[src/rtl/countdown_session_timer_unit_macros.svh]
// Assertion macros for the countdown session timer unit.
// Included by modules that carry concurrent checks; no other dependencies.
`ifndef COUNTDOWN_SESSION_TIMER_UNIT_MACROS_SVH
`define COUNTDOWN_SESSION_TIMER_UNIT_MACROS_SVH

// Same-cycle implication, disabled in reset
`define CSTU_ASSERT_IMP(name, clk, rst, ante, cons) \
   name: assert property (@(posedge clk) disable iff (rst) (ante) |-> (cons)) \
      else $error("countdown timer: same-cycle check failed");

// Next-cycle implication, disabled in reset
`define CSTU_ASSERT_NXT(name, clk, rst, ante, cons) \
   name: assert property (@(posedge clk) disable iff (rst) (ante) |=> (cons)) \
      else $error("countdown timer: next-cycle check failed");

`endif

[src/rtl/cstu_pkg.sv]
// Shared types, constants and helper functions for the countdown session timer.
// No dependencies; used by every module of the unit.
package cstu_pkg;

   // Field widths
   localparam int SEC_W        = 14;
   localparam int MS_W         = 10;
   localparam int MIN_W        = 8;
   localparam int AGE_W        = 16;
   localparam int PRESET_IDX_W = 3;
   localparam int PRESET_REGS  = 5;

   // Register map indexes
   localparam logic [2:0] REG_PRESET_0 = 3'd0;
   localparam logic [2:0] REG_PRESET_1 = 3'd1;
   localparam logic [2:0] REG_PRESET_2 = 3'd2;
   localparam logic [2:0] REG_PRESET_3 = 3'd3;
   localparam logic [2:0] REG_PRESET_4 = 3'd4;
   localparam logic [2:0] REG_INTERVAL = 3'd5;

   // Reset values of the registers
   localparam logic [MIN_W-1:0] PRESET_RST_0 = 8'd25;
   localparam logic [MIN_W-1:0] PRESET_RST_1 = 8'd45;
   localparam logic [MIN_W-1:0] PRESET_RST_2 = 8'd15;
   localparam logic [MIN_W-1:0] PRESET_RST_3 = 8'd5;
   localparam logic [MIN_W-1:0] PRESET_RST_4 = 8'd90;
   localparam logic [AGE_W-1:0] INTERVAL_RST = 16'd30000;

   // Arithmetic constants
   localparam logic [MS_W-1:0]  MS_LAST      = 10'd999;
   localparam logic [AGE_W-1:0] AGE_MAX      = 16'hFFFF;
   localparam int               MINUTE_ROUND = 59;
   // floor(x/60) == (x * 17477) >> 20 for every x below 23000, which covers 2^14 + 59
   localparam int               RECIP_60     = 17477;
   localparam int               RECIP_SHIFT  = 20;

   // Button codes
   localparam logic BUTTON_A = 1'b0;
   localparam logic BUTTON_B = 1'b1;

   typedef enum logic [1:0] {
      MODE_IDLE    = 2'd0,
      MODE_RUNNING = 2'd1,
      MODE_PAUSED  = 2'd2,
      MODE_DONE    = 2'd3
   } mode_type;

   typedef enum logic [1:0] {
      OP_TICK  = 2'd0,
      OP_CLICK = 2'd1,
      OP_HOLD  = 2'd2,
      OP_ENTER = 2'd3
   } opcode_type;

   typedef enum logic [1:0] {
      REPAINT_NONE    = 2'd0,
      REPAINT_PARTIAL = 2'd1,
      REPAINT_FULL    = 2'd2
   } repaint_type;

   typedef struct packed {
      opcode_type opcode;
      logic       button;
   } item_type;

   typedef struct packed {
      mode_type          mode;
      logic [SEC_W-1:0]  remaining_seconds;
      logic [MIN_W-1:0]  minutes_left;
      repaint_type       repaint;
      logic              alarm;
      logic              handled;
      logic              heartbeat;
   } result_type;

   typedef struct packed {
      logic [PRESET_REGS-1:0][MIN_W-1:0] preset;
      logic [AGE_W-1:0]                  interval;
   } cfg_type;

   // Seconds divided by sixty, rounded up, kept to eight bits
   function automatic logic [MIN_W-1:0] minutes_of(input logic [SEC_W-1:0] sec);
      logic [SEC_W:0] x;
      logic [31:0]    prod;
      x    = (SEC_W+1)'(sec) + (SEC_W+1)'(MINUTE_ROUND);
      prod = 32'(x) * 32'(RECIP_60);
      return MIN_W'(prod >> RECIP_SHIFT);
   endfunction

   // Minutes times sixty as shift and subtract
   function automatic logic [SEC_W-1:0] preset_seconds(input logic [MIN_W-1:0] mins);
      logic [15:0] w;
      w = (16'(mins) << 6) - (16'(mins) << 2);
      return SEC_W'(w);
   endfunction

endpackage

[src/rtl/countdown_session_timer_unit.sv]
// Countdown session timer. One transaction per clock cycle is taken in while the result side
// does not hold the flow, and one result per transaction comes out, in order; an accepted
// transaction is held in the input register, then passes the single-pass state update into the
// result register, from which rsp_ takes it. The sustained rate is one transaction per cycle,
// set by the single-pass state update; back-pressure on the result side stalls the input only
// once both registers are full. No clearing pass after reset. Configuration is written
// through the csr_ port; the user is to write it only while idle, the block does not enforce it.
`include "countdown_session_timer_unit_macros.svh"

module countdown_session_timer_unit #(
   parameter int PRESET_SLOTS = 5
) (
   input  logic        clock,
   input  logic        reset,
   // input channel
   input  logic        req_tvalid,
   output logic        req_tready,
   input  logic [7:0]  req_tdata,   // [0] button, [7:1] zero
   input  logic [1:0]  req_tuser,   // [1:0] opcode
   // result channel
   output logic        rsp_tvalid,
   input  logic        rsp_tready,
   output logic [31:0] rsp_tdata,   // [1:0] mode, [15:2] remaining_seconds,
                                    // [23:16] minutes_left, [25:24] repaint, [26] alarm,
                                    // [27] handled, [28] heartbeat, [31:29] zero
   // configuration port
   input  logic        csr_psel,
   input  logic        csr_penable,
   input  logic        csr_pwrite,
   input  logic [4:0]  csr_paddr,
   input  logic [31:0] csr_pwdata,
   output logic [31:0] csr_prdata,
   output logic        csr_pready
);

   cstu_pkg::cfg_type    cfg;
   cstu_pkg::item_type   item_ff;
   cstu_pkg::result_type result;
   cstu_pkg::result_type out_ff;
   logic                 in_valid_ff;
   logic                 out_valid_ff;
   logic                 advance;
   logic                 fire;
   logic                 req_take;

   // Pipeline control: the result register drains or is empty
   assign advance    = !out_valid_ff || rsp_tready;
   assign fire       = in_valid_ff && advance;
   assign req_tready = !in_valid_ff || advance;
   assign req_take   = req_tvalid && req_tready;

   // Input register
   always_ff @(posedge clock) begin
      if (reset) begin
         in_valid_ff <= 1'b0;
      end else if (req_tready) begin
         in_valid_ff <= req_tvalid;
      end
   end

   always_ff @(posedge clock) begin
      if (req_take) begin
         item_ff.opcode <= cstu_pkg::opcode_type'(req_tuser);
         item_ff.button <= req_tdata[0];
      end
   end

   // Result register
   always_ff @(posedge clock) begin
      if (reset) begin
         out_valid_ff <= 1'b0;
      end else if (advance) begin
         out_valid_ff <= in_valid_ff;
      end
   end

   always_ff @(posedge clock) begin
      if (fire) begin
         out_ff <= result;
      end
   end

   cstu_csr u_csr (
      .clock       (clock),
      .reset       (reset),
      .csr_psel    (csr_psel),
      .csr_penable (csr_penable),
      .csr_pwrite  (csr_pwrite),
      .csr_paddr   (csr_paddr),
      .csr_pwdata  (csr_pwdata),
      .csr_prdata  (csr_prdata),
      .csr_pready  (csr_pready),
      .cfg         (cfg)
   );

   cstu_core #(
      .PRESET_SLOTS (PRESET_SLOTS)
   ) u_core (
      .clock  (clock),
      .reset  (reset),
      .fire   (fire),
      .item   (item_ff),
      .cfg    (cfg),
      .result (result)
   );

   // Output packing
   assign rsp_tvalid = out_valid_ff;
   assign rsp_tdata  = {3'b000, out_ff.heartbeat, out_ff.handled, out_ff.alarm,
                        out_ff.repaint, out_ff.minutes_left, out_ff.remaining_seconds,
                        out_ff.mode};

   // Checks
   `CSTU_ASSERT_IMP(a_alarm_done, clock, reset, out_valid_ff && out_ff.alarm,
      (out_ff.mode == cstu_pkg::MODE_DONE) && (out_ff.repaint == cstu_pkg::REPAINT_FULL))
   `CSTU_ASSERT_IMP(a_done_zero, clock, reset,
      out_valid_ff && (out_ff.mode == cstu_pkg::MODE_DONE),
      (out_ff.remaining_seconds == '0) && (out_ff.minutes_left == '0))
   `CSTU_ASSERT_IMP(a_handled_full, clock, reset, out_valid_ff && out_ff.handled,
      out_ff.repaint == cstu_pkg::REPAINT_FULL)
   `CSTU_ASSERT_NXT(a_stall_keeps_item, clock, reset, in_valid_ff && !advance,
      in_valid_ff && out_valid_ff)

endmodule

[src/rtl/cstu_csr.sv]
// APB-style register file for the countdown session timer: presets and interval.
// Depends on cstu_pkg for the register map and reset values.
module cstu_csr (
   input  logic               clock,
   input  logic               reset,
   input  logic               csr_psel,
   input  logic               csr_penable,
   input  logic               csr_pwrite,
   input  logic [4:0]         csr_paddr,
   input  logic [31:0]        csr_pwdata,
   output logic [31:0]        csr_prdata,
   output logic               csr_pready,
   output cstu_pkg::cfg_type  cfg
);

   logic [cstu_pkg::PRESET_REGS-1:0][cstu_pkg::MIN_W-1:0] preset_ff;
   logic [cstu_pkg::AGE_W-1:0]                            interval_ff;
   logic [2:0]                                            reg_idx;
   logic                                                  wr_en;

   assign csr_pready = 1'b1;
   assign reg_idx    = csr_paddr[4:2];
   assign wr_en      = csr_psel & csr_penable & csr_pwrite & csr_pready;

   // Register writes; unknown indexes are dropped
   always_ff @(posedge clock) begin
      if (reset) begin
         preset_ff[0] <= cstu_pkg::PRESET_RST_0;
         preset_ff[1] <= cstu_pkg::PRESET_RST_1;
         preset_ff[2] <= cstu_pkg::PRESET_RST_2;
         preset_ff[3] <= cstu_pkg::PRESET_RST_3;
         preset_ff[4] <= cstu_pkg::PRESET_RST_4;
         interval_ff  <= cstu_pkg::INTERVAL_RST;
      end else if (wr_en) begin
         case (reg_idx)
            cstu_pkg::REG_PRESET_0: preset_ff[0] <= csr_pwdata[7:0];
            cstu_pkg::REG_PRESET_1: preset_ff[1] <= csr_pwdata[7:0];
            cstu_pkg::REG_PRESET_2: preset_ff[2] <= csr_pwdata[7:0];
            cstu_pkg::REG_PRESET_3: preset_ff[3] <= csr_pwdata[7:0];
            cstu_pkg::REG_PRESET_4: preset_ff[4] <= csr_pwdata[7:0];
            cstu_pkg::REG_INTERVAL: interval_ff  <= csr_pwdata[15:0];
            default: ;
         endcase
      end
   end

   // Read mux
   always_comb begin
      case (reg_idx)
         cstu_pkg::REG_PRESET_0: csr_prdata = 32'(preset_ff[0]);
         cstu_pkg::REG_PRESET_1: csr_prdata = 32'(preset_ff[1]);
         cstu_pkg::REG_PRESET_2: csr_prdata = 32'(preset_ff[2]);
         cstu_pkg::REG_PRESET_3: csr_prdata = 32'(preset_ff[3]);
         cstu_pkg::REG_PRESET_4: csr_prdata = 32'(preset_ff[4]);
         cstu_pkg::REG_INTERVAL: csr_prdata = 32'(interval_ff);
         default:                csr_prdata = 32'd0;
      endcase
   end

   assign cfg.preset   = preset_ff;
   assign cfg.interval = interval_ff;

endmodule

[src/rtl/cstu_core.sv]
// Timer state and single-pass next-state logic of the countdown session timer.
// Depends on cstu_pkg; produces one result per processed transaction.
module cstu_core #(
   parameter int PRESET_SLOTS = 5
) (
   input  logic                  clock,
   input  logic                  reset,
   input  logic                  fire,
   input  cstu_pkg::item_type    item,
   input  cstu_pkg::cfg_type     cfg,
   output cstu_pkg::result_type  result
);

   localparam int SLOT_W = (PRESET_SLOTS > 1) ? $clog2(PRESET_SLOTS) : 1;
   localparam logic [SLOT_W-1:0] LAST_SLOT = SLOT_W'(PRESET_SLOTS - 1);

   cstu_pkg::mode_type             mode_ff, mode_in;
   logic [SLOT_W-1:0]              slot_ff, slot_in;
   logic [cstu_pkg::SEC_W-1:0]     left_sec_ff, left_sec_in;
   logic [cstu_pkg::MS_W-1:0]      frac_ff, frac_in;
   logic [cstu_pkg::SEC_W-1:0]     held_ff, held_in;
   logic [cstu_pkg::MIN_W-1:0]     shown_min_ff, shown_min_in;
   logic                           known_ff, known_in;
   logic [cstu_pkg::AGE_W-1:0]     age_ff, age_in;
   logic                           hb_ff, hb_in;

   logic [cstu_pkg::PRESET_IDX_W-1:0] slot_idx;
   logic [cstu_pkg::MIN_W-1:0]        preset_min;
   logic [cstu_pkg::SEC_W-1:0]        preset_sec;
   logic [cstu_pkg::SEC_W-1:0]        sec_next;
   logic [cstu_pkg::MIN_W-1:0]        min_next;
   logic [cstu_pkg::AGE_W-1:0]        age_tick;
   logic                              draw;
   cstu_pkg::repaint_type             repaint;
   logic                              alarm;
   logic                              handled;

   // Mode, slot and countdown registers
   always_comb begin
      mode_in     = mode_ff;
      slot_in     = slot_ff;
      left_sec_in = left_sec_ff;
      frac_in     = frac_ff;
      held_in     = held_ff;
      case (item.opcode)
         cstu_pkg::OP_TICK: begin
            if (mode_ff == cstu_pkg::MODE_RUNNING) begin
               if (frac_ff != '0) begin
                  frac_in = frac_ff - 1'b1;
               end else if (left_sec_ff != '0) begin
                  left_sec_in = left_sec_ff - 1'b1;
                  frac_in     = cstu_pkg::MS_LAST;
               end
               if (left_sec_in == '0) begin
                  mode_in = cstu_pkg::MODE_DONE;
               end
            end
         end
         cstu_pkg::OP_CLICK: begin
            if (mode_ff == cstu_pkg::MODE_IDLE) begin
               if (item.button == cstu_pkg::BUTTON_B) begin
                  slot_in = (slot_ff == LAST_SLOT) ? '0 : slot_ff + 1'b1;
               end else begin
                  slot_in = (slot_ff == '0) ? LAST_SLOT : slot_ff - 1'b1;
               end
            end else begin
               mode_in = cstu_pkg::MODE_IDLE;
               held_in = '0;
            end
         end
         cstu_pkg::OP_HOLD: begin
            if (item.button == cstu_pkg::BUTTON_A) begin
               case (mode_ff)
                  cstu_pkg::MODE_IDLE: begin
                     left_sec_in = preset_sec;
                     frac_in     = '0;
                     mode_in     = cstu_pkg::MODE_RUNNING;
                  end
                  cstu_pkg::MODE_RUNNING: begin
                     held_in = left_sec_ff;
                     mode_in = cstu_pkg::MODE_PAUSED;
                  end
                  cstu_pkg::MODE_PAUSED: begin
                     left_sec_in = held_ff;
                     frac_in     = '0;
                     mode_in     = cstu_pkg::MODE_RUNNING;
                  end
                  default: begin
                     mode_in = cstu_pkg::MODE_IDLE;
                     held_in = '0;
                  end
               endcase
            end
         end
         default: ;
      endcase
   end

   // Preset of the slot selected after this transaction; slots past the registers read zero
   assign slot_idx   = cstu_pkg::PRESET_IDX_W'(slot_in);
   assign preset_min = (32'(slot_idx) < cstu_pkg::PRESET_REGS) ? cfg.preset[slot_idx] : '0;
   assign preset_sec = cstu_pkg::preset_seconds(preset_min);

   // Seconds and minutes shown after this transaction
   always_comb begin
      case (mode_in)
         cstu_pkg::MODE_RUNNING: sec_next = left_sec_in;
         cstu_pkg::MODE_PAUSED:  sec_next = held_in;
         cstu_pkg::MODE_DONE:    sec_next = '0;
         default:                sec_next = preset_sec;
      endcase
   end

   assign min_next = cstu_pkg::minutes_of(sec_next);
   assign age_tick = (age_ff != cstu_pkg::AGE_MAX) ? age_ff + 1'b1 : age_ff;

   // Paint age, heartbeat, screen tracking and result flags
   always_comb begin
      age_in  = age_ff;
      hb_in   = hb_ff;
      known_in = known_ff;
      draw    = 1'b0;
      repaint = cstu_pkg::REPAINT_NONE;
      alarm   = 1'b0;
      handled = 1'b0;
      case (item.opcode)
         cstu_pkg::OP_TICK: begin
            age_in = age_tick;
            if (mode_ff == cstu_pkg::MODE_RUNNING) begin
               if (mode_in == cstu_pkg::MODE_DONE) begin
                  repaint = cstu_pkg::REPAINT_FULL;
                  alarm   = 1'b1;
                  draw    = 1'b1;
               end else if (!known_ff || (min_next != shown_min_ff) ||
                            (age_tick >= cfg.interval)) begin
                  age_in  = '0;
                  hb_in   = ~hb_ff;
                  repaint = cstu_pkg::REPAINT_PARTIAL;
                  draw    = 1'b1;
               end
            end
         end
         cstu_pkg::OP_CLICK: begin
            repaint = cstu_pkg::REPAINT_FULL;
            handled = 1'b1;
            draw    = 1'b1;
         end
         cstu_pkg::OP_HOLD: begin
            if (item.button == cstu_pkg::BUTTON_A) begin
               if (mode_ff == cstu_pkg::MODE_IDLE) begin
                  age_in = '0;
                  hb_in  = 1'b1;
               end else if (mode_ff == cstu_pkg::MODE_PAUSED) begin
                  age_in = '0;
               end
               repaint = cstu_pkg::REPAINT_FULL;
               handled = 1'b1;
               draw    = 1'b1;
            end
         end
         default: begin
            age_in  = '0;
            repaint = cstu_pkg::REPAINT_FULL;
            draw    = 1'b1;
         end
      endcase
      // every repaint draws at once and leaves the current minutes on screen
      if (draw) begin
         known_in = 1'b1;
      end
   end

   assign shown_min_in = draw ? min_next : shown_min_ff;

   // State registers
   always_ff @(posedge clock) begin
      if (reset) begin
         mode_ff      <= cstu_pkg::MODE_IDLE;
         slot_ff      <= '0;
         left_sec_ff  <= '0;
         frac_ff      <= '0;
         held_ff      <= '0;
         shown_min_ff <= '0;
         known_ff     <= 1'b0;
         age_ff       <= '0;
         hb_ff        <= 1'b0;
      end else if (fire) begin
         mode_ff      <= mode_in;
         slot_ff      <= slot_in;
         left_sec_ff  <= left_sec_in;
         frac_ff      <= frac_in;
         held_ff      <= held_in;
         shown_min_ff <= shown_min_in;
         known_ff     <= known_in;
         age_ff       <= age_in;
         hb_ff        <= hb_in;
      end
   end

   assign result.mode              = mode_in;
   assign result.remaining_seconds = sec_next;
   assign result.minutes_left      = min_next;
   assign result.repaint           = repaint;
   assign result.alarm             = alarm;
   assign result.handled           = handled;
   assign result.heartbeat         = hb_in;

endmodule
[config.mk]
export PLATFORM = sky130hd
export DESIGN_NAME = countdown_session_timer_unit
export DESIGN_NICKNAME = d
export VERILOG_FILES = /design/src/rtl/cstu_pkg.sv /design/src/rtl/countdown_session_timer_unit.sv /design/src/rtl/cstu_csr.sv /design/src/rtl/cstu_core.sv
export VERILOG_INCLUDE_DIRS = /design/src /design/src/rtl
export SDC_FILE = /design/constraint.sdc
export NUM_CORES = 1
export LEC_CHECK = 0
export BUFFER_PORTS_ARGS = -buffer_cell sky130_fd_sc_hd__clkbuf_2
export CORE_MARGIN = 2
export CORE_UTILIZATION = 56
export CTS_CLUSTER_DIAMETER = 30
export CTS_CLUSTER_SIZE = 25
export DETAILED_ROUTE_END_ITERATION = 7
export GPL_TIMING_DRIVEN = 0
export PLACE_DENSITY_LB_ADDON = 0.08
export SYNTH_ARGS = -nofsm -noshare
export SYNTH_HDL_FRONTEND = slang
export SYNTH_SLANG_ARGS = --single-unit
[constraint.sdc]
create_clock -name clock -period 10.1 [get_ports clock]
set_input_delay 1.515 -clock clock [delete_from_list [all_inputs] [get_ports clock]]
set_output_delay 1.515 -clock clock [all_outputs]
set_load 0.01 [all_outputs]
==> results of run 1 <==
-- sequential cells by signal (all words and copies together) (netlist names), 8 cells and up --
name / count
rsp_tdata: 29
u_core.frac_ff: 10
u_core.held_ff: 14
u_csr.interval_ff: 16
u_core.left_sec_ff: 14
u_core.shown_min_ff: 8
u_csr.cfg: 40
u_core.age_ff: 16
-- per-stage QoR --
step                      std cells  hold slack [ps]
final                          2159              462
after global routing           2159              484
after CTS                      2140              468
after floorplan                1680              432
after global placement         2076              440
after detailed placement       2077              451
-- critical path: cells and delay by family (launching register included) --
family / cells / cell delay, ps
mux: 2 / 580
flops: 1 / 420
simple gates: 5 / 1030
buf+inv: 11 / 1300
compound gates: 22 / 4270
xor+xnor: 2 / 290
fa+ha+maj: 7 / 2070
-- logic make-up after synthesis --
family | Yosys count | synth area share (%)
AO/OA/AOI/OAI | 393 | 20.6
adder cells (fa/ha/maj) | 154 | 15.2
flip-flops | 159 | 25.6
XOR/XNOR | 56 | 3.75
multiplexers | 71 | 5.81
AND/OR/NAND/NOR | 589 | 21.5
other | 2 | 0.0548
buffers and inverters | 238 | 7.55
-- final cells by class --
cell class	instances	area [sq um]
Clock buffer	17	425
Timing Repair Buffer	129	845
Clock inverter	15	185
Tap cell	324	405
Sequential cell	159	3500
Inverter	129	494
Multi-Input combinational cell	1283	9890
Buffer	103	548
Fill cell	2063	7880
-- placed cells by master (no fill, tap or decap), types with 18 or more instances in the layout --
cell type,count
a211oi_1,20
a21o_1,22
a21oi_1,76
a22o_1,20
a22oi_1,30
and2_1,19
and3_1,21
buf_4,77
clkbuf_1,54
clkbuf_2,76
conb_1,20
dfxtp_1,127
edfxtp_1,32
fa_1,20
ha_1,126
inv_1,120
mux2i_1,50
nand2_1,153
nand3_1,54
nand4_1,18
nor2_1,155
nor2b_1,24
nor3_1,41
o211ai_1,26
o21ai_0,49
xnor2_1,25
-- layer usage --
layer	global-route usage, %	share of wire, %
met5	0	0
met3	5.22	7.4
met2	55.3	46
met1	46.7	43
met4	13.7	3.6
-- timing repair --
action	in CTS	in global routing
endpoints found under the setup margin	36	27
setup buffers	36	21
hold buffers	0	0
gates resized for setup	93	46
pin swaps	33	39
-- path summary, 6_finish.rpt --
path | from | to | slack (ps) | cells past startpoint
hold reg to reg | u_core.known_ff | u_core.known_ff | 460 | 1
setup reg to reg | item_ff[2] | u_core.shown_min_ff[5] | -20 | 49
hold / removal | u_core.known_ff | u_core.known_ff | 460 | 1
setup / recovery | item_ff[2] | u_core.shown_min_ff[5] | -20 | 49
==> impl_metrics.ini, run 1 <==
[drt]
drc = 0
ant_nets = 0
wl_mm = 44.7
dr.pass1.iters = 5
viasPerCell = 6.18
vias = 13300
drt_iter0_markers = 1372
avgRoutedWirePerCell_microns = 20.7

[placement]
gp_congestion = 0.984
dp_slack_ps = -1960
dp_hpwl_mm = 33.0
numPortBuffers = 72
place_area_sq_um = 14600

[critical_path]
worstPathArrival_ps = 10460
cp.required_ps = 10440
cpMostUsedCell = a21o_1
cp_slowest_stage_delay_ps = 530
cp_slowest_cell = fa_1
critPathKind = reg -> reg
crit_path_end_kind = flop
worst_setup_path_start_kind = flop
crit_path_max_fanout = 8

[timing]
timing.final.crit_share_pct = 100
setup_ws_ps = -21.4
min_period_ps = 10120
finClkSkew_ps = 16.7
hold_viol = 0
fmax_ghz = 0.0988
setup_tns_ps = -21.4
relSlewSlack_pct = 27.3
rsz0062_at_grt = true
maxSlewViolCount = 0
setup-violations-final = 1
worst_pin_slew_ps = 1090

[clock_tree]
clock_path_buffers = 2
clk_pin_slew_ps = 80
cts_tree = yes
clock_latency_ps = 460
cts-root-buf = clkbuf_16
htreeDepth = 4
cts_buffers = 17
clock_sinks = 159

[die]
die_x_microns = 160
core_area_sq_um = 24200
die_h_microns = 160
ioPinCount = 121
num_rows = 57
dieArea_sq_um = 25700
start_util_pct = 56.7

[logic_synthesis]
yosys_most_used_dff = dfxtp_1
yosysTopAreaCell = dfxtp_1
syn-cell-area_sq_um = 13700
synth_commonest_cells = 158 x nor2_1, 155 x nand2_1, 134 x ha_1
postSynth.asyncResetShare_pct = 0
ys_ff_latch = 159
synth_edf_count = 32
synth_most_common_cell = nor2_1
yosysUniqueCellTypes = 102
ys_seq_area_share_pct = 25.6
synth.top_cells.by_area = dfxtp_1 19%, ha_1 12%, edfxtp_1 7.0%
synth_top_area_share_pct = 18.6
avgSynthCellArea_sq_um = 8.24
synth_cells = 1662
yosysWarningCount = 0

[grt]
grt_pass1_wl_mm = 70.1
grt_max_degree = 21
overflow = 0
grt.total_usage_pct = 34.4
grt_pass1_vias = 12700
antenna_found_initial = 0

[status]
status = finished, violations left
violations = setup timing

[cells_and_area]
final_util_pct = 67.4
drive_gt1_share_pct = 19.0
insertedDiodeCount = 0
fin_nets = 2030
area_growth_syn_to_layout_pct = 19.0
finalInstanceArea_sq_um = 16300

[min_path]
min_path_type = reg -> reg

[flow_run]
maxCapViolCount = 0
Power of run 1 is not shown: default switching activity piles up to over one toggle a cycle in this logic, so the estimate is an artifact.
==> run 2, diff against run 1 <==
Settings changed: ABC_AREA set to 1, CORE_MARGIN 2 to 1.
==> impl_metrics.ini, run 2 <==
[power]
comb_power_share_pct = 74.2
seqPwrFrac_pct = 14.1
p_leak_nw = 7.28
intPower_mw = 2.45
power_density_nw_per_um2 = 359
switchingPower_mw = 2.89
power.total_mw = 5.34
ir_worst_vdd_uv = 563
switching_share_pct = 54.1
power.share.clock_pct = 11.7

[status]
status = completed

[grt]
grt_pass1_vias = 12100
overflow = 0
grt.total_usage_pct = 32.0
grt_pass1_wl_mm = 61.5
antenna_found_initial = 0
grt_max_degree = 39

[drt]
viasPerCell = 5.56
drt_iter0_markers = 1030
ant_nets = 0
vias = 13100
dr.pass1.iters = 7
wl_mm = 38.5
avgRoutedWirePerCell_microns = 16.3
drc = 0

[logic_synthesis]
avgSynthCellArea_sq_um = 7.04
synth-xor-area-share_pct = 1.91
synth.top_cells.by_area = dfxtp_1 19%, ha_1 12%, nand2_1 10%
synth_cells = 1917
ys_seq_area_share_pct = 26.0
postSynth.asyncResetShare_pct = 0
synth_top_area_share_pct = 18.8
synth_top_family_by_area = simple AND/OR/NAND/NOR gates
yosys_most_used_dff = dfxtp_1
yosysWarningCount = 0
muxShareOfSynthArea_pct = 0
synthSimpleGateAreaFrac_pct = 28.3
yosysTopAreaCell = dfxtp_1
ys_ff_latch = 159
synth_commonest_cells = 373 x nand2_1, 299 x inv_1, 158 x nor2_1
synth_fa_ha_area_share_pct = 15.4
synth_edf_count = 32
yosysUniqueCellTypes = 71
synth-compound-area-share_pct = 16.5
syn-cell-area_sq_um = 13500
synth_most_common_cell = nand2_1

[cells_and_area]
area_growth_syn_to_layout_pct = 10.2
finalInstanceArea_sq_um = 14900
fin_nets = 2237
seq_area_sq_um = 3500
n_fill_cell = 2262
stdcell_count = 2362
multi_input_area_sq_um = 8460
layout_commonest_cell = nand2_1
drive_gt1_share_pct = 12.8
layout_common_cells = 373 x nand2_1, 299 x inv_1, 158 x nor2_1, 143 x a21oi_1, 137 x nand3_1
largest_reg_flops = 40

[placement]
dp_hpwl_mm = 30.4
place_area_sq_um = 14300
placed_cells = 2329
numPortBuffers = 75
gp_congestion = 0.954
dp_slack_ps = 1120

[die]
start_util_pct = 57.3
die_x_microns = 157
dieArea_sq_um = 24700
ioPinCount = 121
die_h_microns = 157
num_rows = 56
core_area_sq_um = 23500

[timing]
timing.final.crit_share_pct = 91.1
relSlewSlack_pct = 13.2
finClkSkew_ps = 18.7
min_period_ps = 9200
setup_tns_ps = 0
maxSlewViolCount = 0
worst_pin_slew_ps = 1290
rsz0062_at_grt = false
hold_viol = 0
setup-violations-final = 0
fmax_ghz = 0.109
setup_ws_ps = 901

[clock_tree]
cts_buffers = 17
cts-root-buf = clkbuf_16
cts_tree = yes
hold_buffers = 0
htreeDepth = 4
clock_latency_ps = 440
cts.repair.resized = 0
clock_path_buffers = 2
clock_sinks = 159
post_cts_buffers = 0
clk_pin_slew_ps = 70

[critical_path]
cp_slowest_cell = fa_1
reg2reg_depth = 48
r2r_start = u_core.slot_ff[1]
crit_path_max_fanout = 9
cp_slowest_stage_delay_ps = 550
critPathKind = reg -> reg
worstPathArrival_ps = 9540
cp.required_ps = 10440
worst_setup_path_start_kind = flop
crit_start = u_core.slot_ff[1]
crit_path_end_kind = flop

[min_path]
min_path_cells = 2
hp-start = u_core.frac_ff[0]
min_path_type = reg -> reg

[flow_run]
maxCapViolCount = 0
run 2: changes by cell type in the layout (fill, tap and decap cells not counted), sizes merged, moves of 51 or more:
cell / before / now
inv: 137 / 319
mux2i: 51 / 0
buf: 102 / 32
a21oi: 85 / 155
o21ai: 60 / 128
nand3: 57 / 165
nand2: 155 / 410
run 2: cell families after synthesis:
family | Yosys count
buffers and inverters | 385
adder cells (fa/ha/maj) | 154
other | 2
AO/OA/AOI/OAI | 379
AND/OR/NAND/NOR | 812
flip-flops | 159
XOR/XNOR | 26
run 2: final timing paths:
kind	end	slack, ps
worst max-delay path	u_core.hb_ff	900
worst min-delay path	u_core.frac_ff[0]	480
worst min register to register	u_core.frac_ff[0]	480
worst max register to register	u_core.hb_ff	900
run 2: metal layers:
metal / up-vias / global-route usage, % / share of wire, %
met5: - / 0 / 0
met4: 0 / 12.4 / 3.1
met3: 85 / 4.05 / 7.0
met2: 540 / 52.8 / 45
met1: 5964 / 42.5 / 45
li1: 6532 / - / -
run 2: power groups by stage:
stage / logic (mW) / clock network, mW / registers (mW)
2_1_floorplan: 2.97 / 0 / 0.774
3_3_place_gp: 3.86 / 0 / 0.767
3_5_place_dp: 3.90 / 0 / 0.767
4_1_cts: 3.94 / 0.624 / 0.753
5_1_grt: 4.57 / 0.651 / 0.758
6_report: 3.97 / 0.623 / 0.753
run 2: area by class of cell:
| type | instances | share of cell area [%] |
|---|---|---|
| Multi-Input combinational cell | 1391 | 56.9 |
| Sequential cell | 159 | 23.5 |
| Inverter | 319 | 8.11 |
| Clock buffer | 19 | 2.91 |
| Tap cell | 319 | 2.68 |
| Buffer | 66 | 2.67 |
| Timing Repair Buffer | 75 | 2.52 |
| Clock inverter | 13 | 0.681 |
| Antenna cell | 1 | 0.0168 |
run 2: critical path, delay by kind of cell, from the launching register on:
kind,cells,cell delay (ps)
adders and majority gates,7,2540
buffers and inverters,7,590
and+or+nand+nor,27,3110
xor gates and xnor gates,1,480
AOI/OAI and AO/OA,6,1900
DFF,1,440
run 2: through the flow:
step | hold WS (ps) | util, %
2_1_floorplan | 436 | -
3_3_place_gp | 452 | 60.9
3_5_place_dp | 462 | 60.9
4_1_cts | 473 | 63.2
5_1_grt | 481 | 63.2
6_report | 477 | 63.2
Power figures use the tool's default switching activity.
